<file path="config.mk">
export PLATFORM = sky130hd
export DESIGN_NAME = text_symbol_packet_parser
export DESIGN_NICKNAME = d
export VERILOG_FILES = /design/src/rtl/tssp_pkg.sv /design/src/rtl/tssp_front.sv /design/src/rtl/tssp_queue.sv /design/src/rtl/tssp_back.sv /design/src/rtl/text_symbol_packet_parser.sv
export SDC_FILE = /design/constraint.sdc
export NUM_CORES = 1
export LEC_CHECK = 0
export ABC_AREA = 1
export BUFFER_PORTS_ARGS = -buffer_cell sky130_fd_sc_hd__buf_4
export CAP_MARGIN = 20
export CORE_ASPECT_RATIO = 0.9
export CORE_MARGIN = 3
export CORE_UTILIZATION = 40
export CTS_BUF_LIST = sky130_fd_sc_hd__clkbuf_8
export CTS_CLUSTER_SIZE = 10
export DETAILED_ROUTE_END_ITERATION = 7
export GPL_ROUTABILITY_DRIVEN = 0
export PLACE_DENSITY = 0.59
export SLEW_MARGIN = 10
export SYNTH_ARGS = -nofsm -noshare
export SYNTH_HDL_FRONTEND = slang
export SYNTH_SLANG_ARGS = --single-unit
</file>
<file path="constraint.sdc">
create_clock -name clk_i -period 9.7 [get_ports clk_i]
set_input_delay 0.97 -clock clk_i [delete_from_list [all_inputs] [get_ports clk_i]]
set_output_delay 0.97 -clock clk_i [all_outputs]
set_load 0.01 [all_outputs]
</file>
<file path="src/rtl/tssp_pkg.sv">
// Shared types and constants for the text symbol packet parser.
// No dependencies; used by every module of the block.
`timescale 1ns / 1ps

package tssp_pkg;

  // Header codes and length limits
  localparam logic [15:0] CODE_TEXT_A     = 16'd1;
  localparam logic [15:0] CODE_TEXT_B     = 16'd2;
  localparam logic [15:0] CODE_WITH_VALUE = 16'd8;
  localparam logic [15:0] MAX_LEN         = 16'd32767;
  localparam logic [16:0] FIXED_BYTES     = 17'd4;
  localparam logic [16:0] VALUE_BYTES     = 17'd2;
  localparam logic [2:0]  HDR_LAST_BYTE   = 3'd7;

  // Result kinds
  localparam logic KIND_TEXT    = 1'b0;
  localparam logic KIND_SUMMARY = 1'b1;

  typedef enum logic [1:0] {
    PH_HEADER,
    PH_VALUE,
    PH_TEXT,
    PH_DROP
  } phase_e;

  typedef enum logic [2:0] {
    ST_OK        = 3'd0,
    ST_TRUNCATED = 3'd1,
    ST_BAD_CODE  = 3'd2,
    ST_BAD_LEN   = 3'd3,
    ST_TOO_FEW   = 3'd4
  } status_e;

  // One queue entry: everything one byte produces (a char, a summary or both)
  typedef struct packed {
    logic               has_char;
    logic [7:0]         text_char;
    logic [14:0]        char_index;
    logic               has_sum;
    status_e            status;
    logic [15:0]        hdr_code;
    logic [15:0]        block_length;
    logic signed [15:0] start_i;
    logic signed [15:0] start_j;
    logic [15:0]        text_value;
    logic               value_present;
  } cmd_t;

  // One result item as driven on the output ports
  typedef struct packed {
    logic               item_kind;
    logic [7:0]         text_char;
    logic [14:0]        char_index;
    logic [15:0]        hdr_code;
    logic [15:0]        block_length;
    logic signed [15:0] start_i;
    logic signed [15:0] start_j;
    logic [15:0]        text_value;
    logic               value_present;
    logic [2:0]         status;
    logic               last;
  } res_t;

endpackage

</file>
<file path="src/rtl/tssp_front.sv">
// Front end: accepts stream bytes, assembles header fields, classifies each byte.
// Depends on tssp_pkg; feeds tssp_queue with one cmd_t per byte that has results.
`timescale 1ns / 1ps

module tssp_front (
  input  logic                clk_i,
  input  logic                rst_ni,
  input  logic                in_valid_i,
  output logic                in_stall_o,
  input  logic [7:0]          data_byte_i,
  input  logic                stream_end_i,
  input  logic                q_full_i,
  output logic                push_o,
  output tssp_pkg::cmd_t      cmd_o
);

  tssp_pkg::phase_e phase_q, phase_d, phase_pre;

  logic [2:0]         hcnt_q, hcnt_d;
  logic               vcnt_q, vcnt_d;
  logic [14:0]        idx_q, idx_d;
  logic [14:0]        rem_q, rem_d;
  logic [15:0]        code_q, code_d;
  logic [15:0]        len_q, len_d;
  logic signed [15:0] si_q, si_d;
  logic signed [15:0] sj_q, sj_d;
  logic [15:0]        val_q, val_d;

  logic        accept;
  logic        hdr_first, hdr_done, val_done, text_last, enter_text;
  logic        is8, code_ok, len_ok, open_pkt;
  logic [16:0] tl;

  assign in_stall_o = q_full_i;
  assign accept     = in_valid_i && !q_full_i;

  assign hdr_first = (phase_q == tssp_pkg::PH_HEADER) && (hcnt_q == 3'd0);
  assign hdr_done  = (phase_q == tssp_pkg::PH_HEADER) && (hcnt_q == tssp_pkg::HDR_LAST_BYTE);
  assign val_done  = (phase_q == tssp_pkg::PH_VALUE) && vcnt_q;
  assign text_last = (phase_q == tssp_pkg::PH_TEXT) && (rem_q == 15'd1);

  // Field capture, big-endian shift into the field picked by the header byte count
  always_comb begin
    code_d = code_q;
    len_d  = len_q;
    si_d   = si_q;
    sj_d   = sj_q;
    val_d  = val_q;
    if (hdr_first) begin
      code_d = '0;
      len_d  = '0;
      si_d   = '0;
      sj_d   = '0;
      val_d  = '0;
    end
    if (phase_q == tssp_pkg::PH_HEADER) begin
      case (hcnt_q[2:1])
        2'd0:    code_d = {code_d[7:0], data_byte_i};
        2'd1:    len_d  = {len_d[7:0], data_byte_i};
        2'd2:    si_d   = {si_d[7:0], data_byte_i};
        default: sj_d   = {sj_d[7:0], data_byte_i};
      endcase
    end
    if (phase_q == tssp_pkg::PH_VALUE) begin
      val_d = {val_q[7:0], data_byte_i};
    end
  end

  assign is8     = (code_d == tssp_pkg::CODE_WITH_VALUE);
  assign code_ok = (code_d == tssp_pkg::CODE_TEXT_A) || (code_d == tssp_pkg::CODE_TEXT_B) || is8;
  assign len_ok  = (len_d != 16'd0) && (len_d <= tssp_pkg::MAX_LEN);
  // Text length; bit 16 set means the block is too short for its fixed fields
  assign tl      = {1'b0, len_d} - (val_done ? (tssp_pkg::FIXED_BYTES + tssp_pkg::VALUE_BYTES)
                                             : tssp_pkg::FIXED_BYTES);
  assign enter_text = (hdr_done && code_ok && len_ok && !is8) || val_done;

  // Counters
  always_comb begin
    hcnt_d = hcnt_q;
    vcnt_d = vcnt_q;
    idx_d  = idx_q;
    rem_d  = rem_q;
    if (phase_q == tssp_pkg::PH_HEADER) begin
      hcnt_d = hdr_done ? 3'd0 : hcnt_q + 3'd1;
      vcnt_d = 1'b0;
    end
    if (phase_q == tssp_pkg::PH_VALUE) begin
      vcnt_d = ~vcnt_q;
    end
    if (phase_q == tssp_pkg::PH_TEXT) begin
      idx_d = idx_q + 15'd1;
      rem_d = rem_q - 15'd1;
    end
    if (enter_text) begin
      idx_d = '0;
      rem_d = tl[14:0];
    end
    if (stream_end_i) begin
      hcnt_d = '0;
      vcnt_d = 1'b0;
      rem_d  = '0;
    end
  end

  // Next state
  always_comb begin
    phase_pre = phase_q;
    unique case (phase_q)
      tssp_pkg::PH_HEADER: begin
        if (hdr_done) begin
          if (!code_ok || !len_ok) begin
            phase_pre = tssp_pkg::PH_DROP;
          end else if (is8) begin
            phase_pre = tssp_pkg::PH_VALUE;
          end
        end
      end
      tssp_pkg::PH_VALUE:  phase_pre = tssp_pkg::PH_VALUE;
      tssp_pkg::PH_TEXT: begin
        if (text_last) begin
          phase_pre = tssp_pkg::PH_HEADER;
        end
      end
      tssp_pkg::PH_DROP:   phase_pre = tssp_pkg::PH_DROP;
      default:             phase_pre = tssp_pkg::PH_HEADER;
    endcase
    if (enter_text) begin
      if (tl[16]) begin
        phase_pre = tssp_pkg::PH_DROP;
      end else if (tl == 17'd0) begin
        phase_pre = tssp_pkg::PH_HEADER;
      end else begin
        phase_pre = tssp_pkg::PH_TEXT;
      end
    end
    phase_d = stream_end_i ? tssp_pkg::PH_HEADER : phase_pre;
  end

  // Packet left open by this byte: a stream end here means truncation
  assign open_pkt = (phase_pre == tssp_pkg::PH_VALUE) || (phase_pre == tssp_pkg::PH_TEXT) ||
                    ((phase_q == tssp_pkg::PH_HEADER) && !hdr_done);

  // Outputs: classify the byte into a queue entry
  always_comb begin
    cmd_o               = '0;
    cmd_o.has_char      = (phase_q == tssp_pkg::PH_TEXT);
    cmd_o.text_char     = data_byte_i;
    cmd_o.char_index    = idx_q;
    cmd_o.hdr_code      = code_d;
    cmd_o.block_length  = len_d;
    cmd_o.start_i       = si_d;
    cmd_o.start_j       = sj_d;
    cmd_o.value_present = is8;
    cmd_o.text_value    = is8 ? val_d : 16'd0;
    cmd_o.has_sum       = 1'b1;
    if (hdr_done && !code_ok) begin
      cmd_o.status = tssp_pkg::ST_BAD_CODE;
    end else if (hdr_done && !len_ok) begin
      cmd_o.status = tssp_pkg::ST_BAD_LEN;
    end else if (enter_text && tl[16]) begin
      cmd_o.status = tssp_pkg::ST_TOO_FEW;
    end else if ((enter_text && (tl == 17'd0)) || text_last) begin
      cmd_o.status = tssp_pkg::ST_OK;
    end else if (stream_end_i && open_pkt) begin
      cmd_o.status = tssp_pkg::ST_TRUNCATED;
    end else begin
      cmd_o.status  = tssp_pkg::ST_OK;
      cmd_o.has_sum = 1'b0;
    end
    push_o = accept && (cmd_o.has_char || cmd_o.has_sum);
  end

  always_ff @(posedge clk_i or negedge rst_ni) begin
    if (!rst_ni) begin
      phase_q <= tssp_pkg::PH_HEADER;
      hcnt_q  <= '0;
      vcnt_q  <= 1'b0;
      idx_q   <= '0;
      rem_q   <= '0;
      code_q  <= '0;
      len_q   <= '0;
      si_q    <= '0;
      sj_q    <= '0;
      val_q   <= '0;
    end else if (accept) begin
      phase_q <= phase_d;
      hcnt_q  <= hcnt_d;
      vcnt_q  <= vcnt_d;
      idx_q   <= idx_d;
      rem_q   <= rem_d;
      code_q  <= code_d;
      len_q   <= len_d;
      si_q    <= si_d;
      sj_q    <= sj_d;
      val_q   <= val_d;
    end
  end

endmodule

</file>
<file path="src/rtl/tssp_queue.sv">
// Small FIFO of classified byte entries between front and back end.
// Depends on tssp_pkg for the entry type.
`timescale 1ns / 1ps

module tssp_queue #(
  parameter int DEPTH = 4
) (
  input  logic           clk_i,
  input  logic           rst_ni,
  input  logic           push_i,
  input  tssp_pkg::cmd_t wdata_i,
  input  logic           pop_i,
  output tssp_pkg::cmd_t head_o,
  output logic           full_o,
  output logic           empty_o
);

  localparam int PtrW = (DEPTH > 1) ? $clog2(DEPTH) : 1;
  localparam int CntW = $clog2(DEPTH + 1);

  tssp_pkg::cmd_t entries_q [DEPTH];

  logic [PtrW-1:0] wr_ptr_q, rd_ptr_q;
  logic [CntW-1:0] count_q;
  logic            do_push, do_pop;

  assign full_o  = (count_q == CntW'(DEPTH));
  assign empty_o = (count_q == '0);
  assign do_push = push_i && !full_o;
  assign do_pop  = pop_i && !empty_o;
  assign head_o  = entries_q[rd_ptr_q];

  always_ff @(posedge clk_i) begin
    if (do_push) begin
      entries_q[wr_ptr_q] <= wdata_i;
    end
  end

  always_ff @(posedge clk_i or negedge rst_ni) begin
    if (!rst_ni) begin
      wr_ptr_q <= '0;
      rd_ptr_q <= '0;
      count_q  <= '0;
    end else begin
      if (do_push) begin
        wr_ptr_q <= (wr_ptr_q == PtrW'(DEPTH - 1)) ? '0 : wr_ptr_q + PtrW'(1);
      end
      if (do_pop) begin
        rd_ptr_q <= (rd_ptr_q == PtrW'(DEPTH - 1)) ? '0 : rd_ptr_q + PtrW'(1);
      end
      case ({do_push, do_pop})
        2'b10:   count_q <= count_q + CntW'(1);
        2'b01:   count_q <= count_q - CntW'(1);
        default: count_q <= count_q;
      endcase
    end
  end

endmodule

</file>
<file path="src/rtl/tssp_back.sv">
// Back end: expands queue entries into result transactions through an output register.
// Depends on tssp_pkg; reads the head of tssp_queue.
`timescale 1ns / 1ps

module tssp_back (
  input  logic           clk_i,
  input  logic           rst_ni,
  input  tssp_pkg::cmd_t head_i,
  input  logic           empty_i,
  output logic           pop_o,
  input  logic           out_stall_i,
  output logic           out_valid_o,
  output tssp_pkg::res_t res_o
);

  tssp_pkg::res_t res_q, res_d, char_res, sum_res;
  logic           valid_q, valid_d;
  logic           half_q, half_d;   // char of the head entry already sent
  logic           load;

  always_comb begin
    char_res            = '0;
    char_res.item_kind  = tssp_pkg::KIND_TEXT;
    char_res.text_char  = head_i.text_char;
    char_res.char_index = head_i.char_index;

    sum_res               = '0;
    sum_res.item_kind     = tssp_pkg::KIND_SUMMARY;
    sum_res.hdr_code      = head_i.hdr_code;
    sum_res.block_length  = head_i.block_length;
    sum_res.start_i       = head_i.start_i;
    sum_res.start_j       = head_i.start_j;
    sum_res.text_value    = head_i.text_value;
    sum_res.value_present = head_i.value_present;
    sum_res.status        = head_i.status;
    sum_res.last          = 1'b1;
  end

  assign load = !valid_q || !out_stall_i;

  always_comb begin
    res_d   = res_q;
    valid_d = valid_q;
    half_d  = half_q;
    pop_o   = 1'b0;
    if (load) begin
      valid_d = !empty_i;
      if (!empty_i) begin
        if (head_i.has_char && !half_q) begin
          res_d  = char_res;
          half_d = head_i.has_sum;
          pop_o  = !head_i.has_sum;
        end else begin
          res_d  = sum_res;
          half_d = 1'b0;
          pop_o  = 1'b1;
        end
      end
    end
  end

  always_ff @(posedge clk_i) begin
    res_q <= res_d;
  end

  always_ff @(posedge clk_i or negedge rst_ni) begin
    if (!rst_ni) begin
      valid_q <= 1'b0;
      half_q  <= 1'b0;
    end else begin
      valid_q <= valid_d;
      half_q  <= half_d;
    end
  end

  assign out_valid_o = valid_q;
  assign res_o       = res_q;

endmodule

</file>
<file path="src/rtl/text_symbol_packet_parser.sv">
// Text symbol packet parser, top level. Depends on tssp_pkg, tssp_front, tssp_queue, tssp_back.
// Path: a result passes through the queue write and then the output register after its byte is accepted.
// Throughput: one byte per cycle while the queue is not full; a byte that closes a text field yields two
// transactions, which the back end sends one after the other while the queue keeps taking bytes.
// Reset: rst_ni clears phase, counters, queue pointers and output valid at once;
// no clearing pass, the block takes bytes as soon as reset is released.
`timescale 1ns / 1ps

module text_symbol_packet_parser #(
  parameter int QUEUE_DEPTH = 4
) (
  input  logic               clk_i,
  input  logic               rst_ni,
  // Byte stream in
  input  logic               in_valid_i,
  output logic               in_stall_o,
  input  logic [7:0]         data_byte_i,
  input  logic               stream_end_i,
  // Result items out
  output logic               out_valid_o,
  input  logic               out_stall_i,
  output logic               item_kind_o,
  output logic [7:0]         text_char_o,
  output logic [14:0]        char_index_o,
  output logic [15:0]        hdr_code_o,
  output logic [15:0]        block_length_o,
  output logic signed [15:0] start_i_o,
  output logic signed [15:0] start_j_o,
  output logic [15:0]        text_value_o,
  output logic               value_present_o,
  output logic [2:0]         status_o,
  output logic               last_o
);

  // Front end -> queue: one entry per byte that produces anything
  tssp_pkg::cmd_t q_wdata, q_head;
  logic           q_push, q_pop, q_full, q_empty;
  tssp_pkg::res_t res;

  // Front: header assembly, code/length checks, text counting, drop-until-end
  tssp_front u_front (
    .clk_i        (clk_i),
    .rst_ni       (rst_ni),
    .in_valid_i   (in_valid_i),
    .in_stall_o   (in_stall_o),
    .data_byte_i  (data_byte_i),
    .stream_end_i (stream_end_i),
    .q_full_i     (q_full),
    .push_o       (q_push),
    .cmd_o        (q_wdata)
  );

  // Decoupling queue; stalls the byte stream only when full
  tssp_queue #(
    .DEPTH (QUEUE_DEPTH)
  ) u_queue (
    .clk_i   (clk_i),
    .rst_ni  (rst_ni),
    .push_i  (q_push),
    .wdata_i (q_wdata),
    .pop_i   (q_pop),
    .head_o  (q_head),
    .full_o  (q_full),
    .empty_o (q_empty)
  );

  // Back: char then summary per entry, registered output
  tssp_back u_back (
    .clk_i       (clk_i),
    .rst_ni      (rst_ni),
    .head_i      (q_head),
    .empty_i     (q_empty),
    .pop_o       (q_pop),
    .out_stall_i (out_stall_i),
    .out_valid_o (out_valid_o),
    .res_o       (res)
  );

  assign item_kind_o     = res.item_kind;
  assign text_char_o     = res.text_char;
  assign char_index_o    = res.char_index;
  assign hdr_code_o      = res.hdr_code;
  assign block_length_o  = res.block_length;
  assign start_i_o       = res.start_i;
  assign start_j_o       = res.start_j;
  assign text_value_o    = res.text_value;
  assign value_present_o = res.value_present;
  assign status_o        = res.status;
  assign last_o          = res.last;

  // ---------------------------------------------------------------------------
  // Assertions
  // ---------------------------------------------------------------------------

  // Front never writes into a full queue
  a_no_overflow: assert property (@(posedge clk_i) disable iff (!rst_ni)
    q_push |-> !q_full)
    else $error("queue write while full");

  // Back never pops an empty queue
  a_no_underflow: assert property (@(posedge clk_i) disable iff (!rst_ni)
    q_pop |-> !q_empty)
    else $error("queue pop while empty");

  // A value is only reported for value-carrying packets
  a_value_code: assert property (@(posedge clk_i) disable iff (!rst_ni)
    (out_valid_o && (item_kind_o == tssp_pkg::KIND_SUMMARY) && value_present_o)
      |-> (hdr_code_o == tssp_pkg::CODE_WITH_VALUE))
    else $error("value present on a packet without value");

  // Text transactions carry no summary content
  a_text_clean: assert property (@(posedge clk_i) disable iff (!rst_ni)
    (out_valid_o && (item_kind_o == tssp_pkg::KIND_TEXT))
      |-> (!last_o && (status_o == tssp_pkg::ST_OK) && (hdr_code_o == 16'd0)))
    else $error("text transaction with summary fields");

endmodule
</file>
==> results of run 1 <==
cell type report:
cell class | instances | area, µm²
inverter | 198 | 751
fill | 6269 | 36900
antenna | 2 | 5.00
clock buffer | 127 | 1750
tap | 930 | 1160
sequential | 669 | 19500
clock inverter | 83 | 474
timing repair buffer | 149 | 1140
multi-input combinational | 1525 | 7260
final timing paths:
check | startpoint | endpoint | slack [ns] | depth (start not counted)
setup / recovery | u_front.hcnt_q[1] | u_queue.entries_q[3][28] | 3.72 | 26
hold / removal | rst_ni | u_back.out_valid_o | 0.21 | 1
setup reg to reg | u_front.hcnt_q[1] | u_queue.entries_q[3][28] | 3.72 | 26
hold reg to reg | u_front.sj_q[15] | u_front.sj_q[15] | 0.48 | 2
max in group asynchronous | rst_ni | u_front.sj_q[5] | 7.76 | 3
min in group clk_i | u_front.sj_q[15] | u_front.sj_q[15] | 0.48 | 2
cell families (layout without fill, tap and decap cells):
logic type | count (synthesis) | in the layout | synth area share
AOI/OAI and AO/OA | 509 | 509 | 0.0984
xor gates and xnor gates | 19 | 19 | 0.00621
adders and majority gates | 15 | 15 | 0.00697
buffers and inverters | 329 | 557 | 0.0466
DFF | 669 | 669 | 0.695
other | 0 | 2 | 0
and+or+nand+nor | 982 | 982 | 0.146
synthesized netlist by cell type, drive strengths merged, types with 2 or more instances:
library cell,instances,area [µm²]
o211ai,5,37.5
nand4,7,43.8
o21ai,335,1710
nand3,81,473
xnor2,3,26.3
clkbuf,107,402
nor3,13,87.6
o22ai,91,569
nor2,374,1490
inv,198,746
o31ai,5,37.5
ha,14,175
a21boi,2,15.0
edfxtp,544,16300
a31oi,10,62.6
a21oi,58,302
nand2,502,1970
dfrtp,125,3130
buf,24,156
nor4,2,12.5
xor2,16,148
per-stage QoR:
step | power (mW) | cells | area, µm² | util
finish | 10.1 | 3683 | 32000 | 0.465
detailed placement | 7.78 | 3470 | 29800 | 0.432
CTS | 10.2 | 3680 | 32000 | 0.464
floorplan | 6.52 | 2523 | 28000 | -
global placement | 7.72 | 3470 | 29800 | 0.432
global route | 10.8 | 3682 | 32000 | 0.465
layer usage:
layer	GRT usage	share of wire
met1	0.250	0.44
met2	0.290	0.47
met3	0.0396	0.062
met4	0.0699	0.031
met5	0	0
state kept, by name, summed over array words and instances, names as in the netlist:
signal / count
u_queue.entries_q: 436
u_back.res_o: 108
u_front.code_q: 16
u_front.len_q: 16
u_front.si_q: 16
u_front.sj_q: 16
u_front.val_q: 16
u_front.idx_q: 15
u_front.rem_q: 15
u_front.hcnt_q: 3
u_queue.count_q: 3
u_front.phase_q: 2
u_queue.rd_ptr_q: 2
u_queue.wr_ptr_q: 2
u_back.half_q: 1
u_back.out_valid_o: 1
u_front.vcnt_q: 1
power breakdown:
group / switching, mW / internal (mW) / leakage, nW
clock: 1.14 / 1.29 / 1.30
sequential: 0.252 / 3.95 / 6.79
combinational: 2.44 / 1.06 / 4.76
==> results_dict.tcl, run 1 <==
set metrics [dict create \
    port_buffers 123 \
    power.density_nw_per_um2 316 \
    drive_gt1_frac 0.137 \
    skew_ns 0.0418 \
    synth-main-ff-cell "edfxtp_1" \
    cts_buffer_depth 3 \
    grt_pass1_wl_um 106000 \
    grt_pass1_vias 18800 \
    synth_fp_nets 2551 \
    grt-ovfl-total 0 \
    hold_class "in2async" \
    cp_slowest_stage_delay_ns 0.83 \
    io_pins 124 \
    worstPathMaxFanout 86 \
    synth_edf_count 544 \
    crit_path_frequent_cell "nand2_1" \
    fmax_ghz 0.167 \
    avgSynthCellArea_um2 11.1 \
    syn_inst 2523 \
    vias_per_cell 5.14 \
    post_cts_buffers 0 \
    nets 2682 \
    status "complete, no violations" \
    cts.sinks 669 \
    drt_iter0_drc 1535 \
    rsz0062_at_grt "false" \
    dieArea_um2 73200 \
    grt_max_degree 115 \
    final_cell_mix "edfxtp_1, nand2_1, nor2_1, o21ai_0, inv_1" \
    synthArstFlopShare 0.187 \
    track_usage 0.184 \
    numCtsBuffers 111 \
    worst_slew_margin_rel 0.311 \
    pre_cts_slack_ns 3.71 \
    rows 91 \
    ys_seq_area_frac 0.695 \
    clk_latency_ns 0.73 \
    syn_area_um2 28000 \
    die_h_um 257 \
    remaining_drc_errors 0 \
    cts_root_buf "clkbuf_8" \
    syn_to_final_growth_pct 14.4 \
    path_clk_slew_ns 0.06 \
    slew_viol_final 0 \
    crit_path_start_kind "flip-flop" \
    critPathCaptureType "flip-flop" \
    wirelength_um 67800 \
    crit_slowest_cell "buf_4" \
    ys_ff_latch 669 \
    synth_warnings 0 \
    post_cts_resized 0 \
    worstMarginPinSlew_ns 1.03 \
    ctsHoldBuffers 0 \
    die-width_um 285 \
    path_class "reg2reg" \
    synth_cell_types 47 \
    hold_slack_ns 0.209 \
    peakVddDrop_mv 0.200 \
    setup_ws_ns 3.72 \
    htree_levels 3 \
    cts_tree "yes" \
    dp_hpwl_um 39600 \
    period_minus_slack_ns 5.98 \
    fin_tns_setup_ns 0 \
    crit_arrival_ns 6.31 \
    setup_viol 0 \
    core_um2 68900 \
    antenna_found_initial 2 \
    crit_family "simple AND/OR/NAND/NOR gates" \
    path_buf_inv 4 \
    final_common_cell "edfxtp_1" \
    finalHoldViolations 0 \
    ant_nets 0 \
    vias 18900 \
    finalCritPeriodShare 0.616 \
    wire_per_inst_um 18.4 \
    p_leak_nw 12.8 \
    floorplan.initialDensity 0.406 \
    maxCapViolCount 0 \
    firstDrtPassIters 5 \
    crit_required_ns 10.04 \
]
Note: power is estimated with default switching activity, not from simulation.
==> inputs of run 2 (changes only) <==
--- a/config.mk
+++ b/config.mk
@@ -15,7 +15,7 @@
 export CTS_CLUSTER_SIZE = 10
 export DETAILED_ROUTE_END_ITERATION = 7
 export GPL_ROUTABILITY_DRIVEN = 0
-export PLACE_DENSITY = 0.59
+export PLACE_DENSITY = 0.61
 export SLEW_MARGIN = 10
 export SYNTH_ARGS = -nofsm -noshare
 export SYNTH_HDL_FRONTEND = slang
==> constraint.sdc (replaced) <==
create_clock -name clk_i -period 4.9 [get_ports clk_i]
set_input_delay 0.49 -clock clk_i [delete_from_list [all_inputs] [get_ports clk_i]]
set_output_delay 0.49 -clock clk_i [all_outputs]
set_load 0.01 [all_outputs]
==> results_dict.tcl, run 2 (same netlist as run 1, synthesis figures left out) <==
set metrics [dict create \
    grt_pass1_wl_um 106000 \
    remaining_drc_errors 0 \
    internal_power_mw 12.5 \
    fin_tns_setup_ns 0 \
    finalCritPeriodShare 0.908 \
    finalHoldViolations 0 \
    slew_viol_final 0 \
    regMostFlops "u_queue.entries_q" \
    htree_levels 3 \
    core_um2 68900 \
    final_cell_mix "edfxtp_1, nand2_1, nor2_1, o21ai_0, inv_1" \
    maxCapViolCount 0 \
    grt_max_degree 119 \
    timing.rr.start "u_front.hcnt_q[1]" \
    crit_slowest_cell "dfrtp_1" \
    firstDrtPassIters 7 \
    path_class "reg2reg" \
    nets 2703 \
    reg2reg_depth 30 \
    wire_per_inst_um 18.3 \
    p_leak_nw 13.0 \
    rows 91 \
    seq_area_um2 19500 \
    dieArea_um2 73200 \
    crit_arrival_ns 4.82 \
    peakVddDrop_mv 0.374 \
    antenna_found_initial 2 \
    dp_cells 3490 \
    ant_nets 0 \
    skew_ns 0.0426 \
    crit_path_start_kind "flip-flop" \
    combPwrFrac 0.353 \
    critPathCaptureType "flip-flop" \
    largest_register_ffs 436 \
    grt-ovfl-total 0 \
    crit_start "u_front.hcnt_q[1]" \
    clk_latency_ns 0.72 \
    crit_required_ns 5.27 \
    track_usage 0.182 \
    setup_viol 0 \
    cts.sinks 669 \
    drt_iter0_drc 1477 \
    fillers 6154 \
    dp_hpwl_um 39700 \
    vias 19200 \
    hold_class "in2reg" \
    power.density_nw_per_um2 622 \
    die-width_um 285 \
    numCtsBuffers 110 \
    final_core_util 0.469 \
    final_common_cell "edfxtp_1" \
    status "complete, no violations" \
    p_sw_frac 0.377 \
    drive_gt1_frac 0.144 \
    worstMarginPinSlew_ns 1.14 \
    worstPathMaxFanout 27 \
    grt_pass1_vias 19100 \
    vias_per_cell 5.20 \
    cts_root_buf "clkbuf_8" \
    cp_slowest_stage_delay_ns 0.45 \
    crit_path_frequent_cell "nand2_1" \
    reg2reg_setup_slack_ns 0.45 \
    rsz0062_at_grt "false" \
    r2r_end "u_queue.entries_q[3][38]" \
    floorplan.initialDensity 0.406 \
    final_cells 3700 \
    fmax_ghz 0.225 \
    power_switching_mw 7.58 \
    syn_to_final_growth_pct 15.4 \
    wirelength_um 67800 \
    worst_slew_margin_rel 0.238 \
    die_h_um 257 \
    path_clk_slew_ns 0.06 \
    port_buffers 123 \
    seq_power_share 0.412 \
    period_minus_slack_ns 4.45 \
    multi_input_area_um2 7290 \
    cts_buffer_depth 3 \
    cts_tree "yes" \
    io_pins 124 \
    power_frac_clock 0.235 \
    endpoint "u_queue.entries_q[3][38]" \
]
run 2: cell types whose count changed in the layout (fill, tap and decap cells not counted), moves of 2 or more:
| cell | change |
|---|---|
| buf_12 | +14 |
| buf_4 | +8 |
| bufinv_16 | +2 |
| clkbuf_8 | -8 |
| clkinv_1 | +3 |
| clkinv_2 | +3 |
| clkinvlp_4 | -2 |
| inv_1 | -4 |
| inv_8 | +2 |
| nand2_1 | -2 |
run 2: layer usage:
metal,share of wire,vias to the layer above,global-route usage
li1,-,8980,-
met1,0.44,9486,0.248
met2,0.47,674,0.295
met3,0.064,103,0.0331
met4,0.024,0,0.0653
met5,0,-,0
run 2: power by group through the flow:
stage	clock [mW]	sequential, mW	combinational [mW]
after global routing	5.10	8.38	7.98
after global placement	0	8.34	7.01
after floorplan	0	8.52	4.35
final	4.72	8.27	7.09
after CTS	4.85	8.28	7.18
after detailed placement	0	8.38	7.15
run 2: worst max-delay path: cells and delay by family, from the launching register on:
family | cells | cell delay, ns
and+or+nand+nor | 19 | 1.89
buffers and inverters | 7 | 1.07
DFF | 1 | 0.45
adders and majority gates | 2 | 0.36
AOI/OAI and AO/OA | 2 | 0.29
run 2: timing repair:
action | in CTS | in global routing
hold buffers | 1 | 0
gates resized for setup | 0 | 1
hold endpoints to repair | 63 | 0
setup buffers | 0 | 2
setup endpoints to repair | 0 | 1
run 2: final cells by class:
cell class / instances / share of cell area
Antenna cell: 2 / 0.000155
Inverter: 198 / 0.0232
Sequential cell: 669 / 0.603
Tap cell: 930 / 0.0360
Clock inverter: 86 / 0.0159
Multi-Input combinational cell: 1525 / 0.226
Clock buffer: 119 / 0.0507
Timing Repair Buffer: 171 / 0.0453
run 2: per-stage QoR:
stage	hold slack, ns	instance area (µm²)	setup WS [ns]	power [mW]
2_1_floorplan	0.194	28000	0.0141	12.9
3_3_place_gp	0.462	30100	0.459	15.4
3_5_place_dp	0.463	30100	0.388	15.5
4_1_cts	0.0124	32300	0.380	20.3
5_1_grt	0.0333	32300	0.0428	21.5
6_report	0.0640	32300	0.451	20.1
run 2: worst min-delay path by stage:
stage,slack (ns),depth (start not counted),endpoint,start
after floorplan,0.19,0,u_back.half_q,rst_ni
after global routing,0.03,3,u_back.out_valid_o,out_stall_i
after detailed placement,0.46,2,u_front.rem_q[14],u_front.rem_q[14]
after global placement,0.46,2,u_front.si_q[9],u_front.si_q[9]
after CTS,0.01,1,u_queue.entries_q[2][106],data_byte_i[6]
final,0.06,3,u_back.out_valid_o,out_stall_i
==> inputs of run 3 (changes only) <==
--- a/config.mk
+++ b/config.mk
@@ -15,7 +15,7 @@
 export CTS_CLUSTER_SIZE = 10
 export DETAILED_ROUTE_END_ITERATION = 7
 export GPL_ROUTABILITY_DRIVEN = 0
-export PLACE_DENSITY = 0.61
+export PLACE_DENSITY_LB_ADDON = 0.3
 export SLEW_MARGIN = 10
 export SYNTH_ARGS = -nofsm -noshare
 export SYNTH_HDL_FRONTEND = slang
==> results_dict.tcl, run 3 (same netlist as run 1, synthesis figures left out) <==
set metrics [dict create \
    largest_register_ffs 436 \
    fin_tns_setup_ns 0 \
    worstHoldEndpoint "u_back.out_valid_o" \
    period_minus_slack_ns 4.56 \
    worstPathMaxFanout 28 \
    drive_gt1_frac 0.148 \
    n_antenna_cell 0 \
    drt_iter0_drc 1725 \
    maxCapViolCount 0 \
    htree_levels 3 \
    dieArea_um2 73200 \
    critPathCaptureType "flip-flop" \
    die_h_um 257 \
    final_cell_mix "edfxtp_1, nand2_1, nor2_1, o21ai_0, inv_1" \
    crit_start "u_front.hcnt_q[1]" \
    crit_arrival_ns 4.93 \
    vias 19200 \
    regMostFlops "u_queue.entries_q" \
    floorplan.initialDensity 0.406 \
    rsz0062_at_grt "false" \
    min_from "out_stall_i" \
    finalHoldViolations 0 \
    ant_nets 0 \
    cts_buffer_depth 3 \
    die-width_um 285 \
    rows 91 \
    remaining_drc_errors 0 \
    io_pins 124 \
    peakVddDrop_mv 0.298 \
    grt_pass1_wl_um 107000 \
    setup_viol 0 \
    placed_area_um2 30200 \
    status "complete, no violations" \
    slew_viol_final 0 \
    r2r_end "u_queue.entries_q[3][27]" \
    wire_per_inst_um 18.4 \
    fmax_ghz 0.219 \
    cts.sinks 669 \
    numCtsBuffers 106 \
    path_class "reg2reg" \
    nets 2710 \
    skew_ns 0.0560 \
    dp_hpwl_um 41300 \
    wl_met2_um 31600 \
    crit_path_start_kind "flip-flop" \
    finalCritPeriodShare 0.931 \
    cts_tree "yes" \
    reg2reg_setup_slack_ns 0.34 \
    path_clk_slew_ns 0.07 \
    cp_slowest_stage_delay_ns 0.45 \
    wirelength_um 68200 \
    clk_latency_ns 0.73 \
    antenna_found_initial 0 \
    timing.rr.start "u_front.hcnt_q[1]" \
    fin_area_um2 32400 \
    reg2reg_depth 29 \
    crit_slowest_cell "dfrtp_2" \
    syn_to_final_growth_pct 15.6 \
    port_buffers 123 \
    cts_root_buf "clkbuf_8" \
    top_layer "met4" \
    met1_length_um 29500 \
    worst_slew_margin_rel 0.273 \
    core_um2 68900 \
    crit_path_frequent_cell "nand2_1" \
    p_leak_nw 13.0 \
    track_usage 0.185 \
    worstMarginPinSlew_ns 1.09 \
    firstDrtPassIters 6 \
    power.density_nw_per_um2 623 \
    crit_required_ns 5.27 \
    grt-ovfl-total 0 \
    vias_per_cell 5.20 \
    hold_depth 3 \
    grt_pass1_vias 19200 \
    final_common_cell "edfxtp_1" \
    wl_met3_um 4990 \
    hold_class "in2reg" \
    grt_max_degree 95 \
]
-- run 3: area by class of cell --
cell class | instances | area [µm²]
Fill cell | 6253 | 36500
Sequential cell | 669 | 19500
Multi-Input combinational cell | 1525 | 7300
Clock buffer | 117 | 1610
Timing Repair Buffer | 182 | 1560
Tap cell | 930 | 1160
Inverter | 198 | 753
Clock inverter | 80 | 507
-- run 3: worst max-delay path by stage --
stage                                to  slack (ns)  cells after the start
6_report       u_queue.entries_q[3][27]        0.34                     29
5_1_grt              u_queue.count_q[2]      0.0002                     25
4_1_cts              u_queue.count_q[2]        0.29                     27
3_5_place_dp         u_queue.count_q[2]        0.33                     27
3_3_place_gp         u_queue.count_q[2]        0.47                     29
2_1_floorplan   u_queue.entries_q[0][0]        0.01                     26
-- run 3: repair_timing --
item	in CTS	in global routing
hold buffers	1	0
endpoints found under the hold margin	67	0
gates resized for setup	0	4
setup endpoints to repair	0	98
buffers inserted	0	4
-- run 3: worst max-delay path: cells and delay by family (launching register included) --
kind	cells	cell delay [ns]
compound gates	2	0.29
fa+ha+maj	2	0.35
buf+inv	6	0.81
flops	1	0.45
simple gates	19	2.24
-- run 3: where the power goes --
group / switching [mW] / internal (mW) / total [mW]
combinational: 4.98 / 2.21 / 7.19
sequential: 0.486 / 7.81 / 8.30
clock: 2.21 / 2.47 / 4.68
-- run 3: stage by stage --
step	utilization	setup slack, ns	total power, mW	std cells	hold slack (ns)
after CTS	0.469	0.285	20.3	3697	0.0128
after detailed placement	0.438	0.331	15.6	3499	0.466
after floorplan	-	0.0141	12.9	2523	0.194
final	0.470	0.339	20.2	3701	0.0463
after global placement	0.438	0.466	15.4	3499	0.462
after global routing	0.470	0.000183	21.5	3701	0.0433
-- run 3: metal layers --
layer / global-route usage / vias up
li1: - / 8990
met1: 0.246 / 9469
met2: 0.294 / 647
met3: 0.0405 / 125
met4: 0.0769 / 0
met5: 0 / -
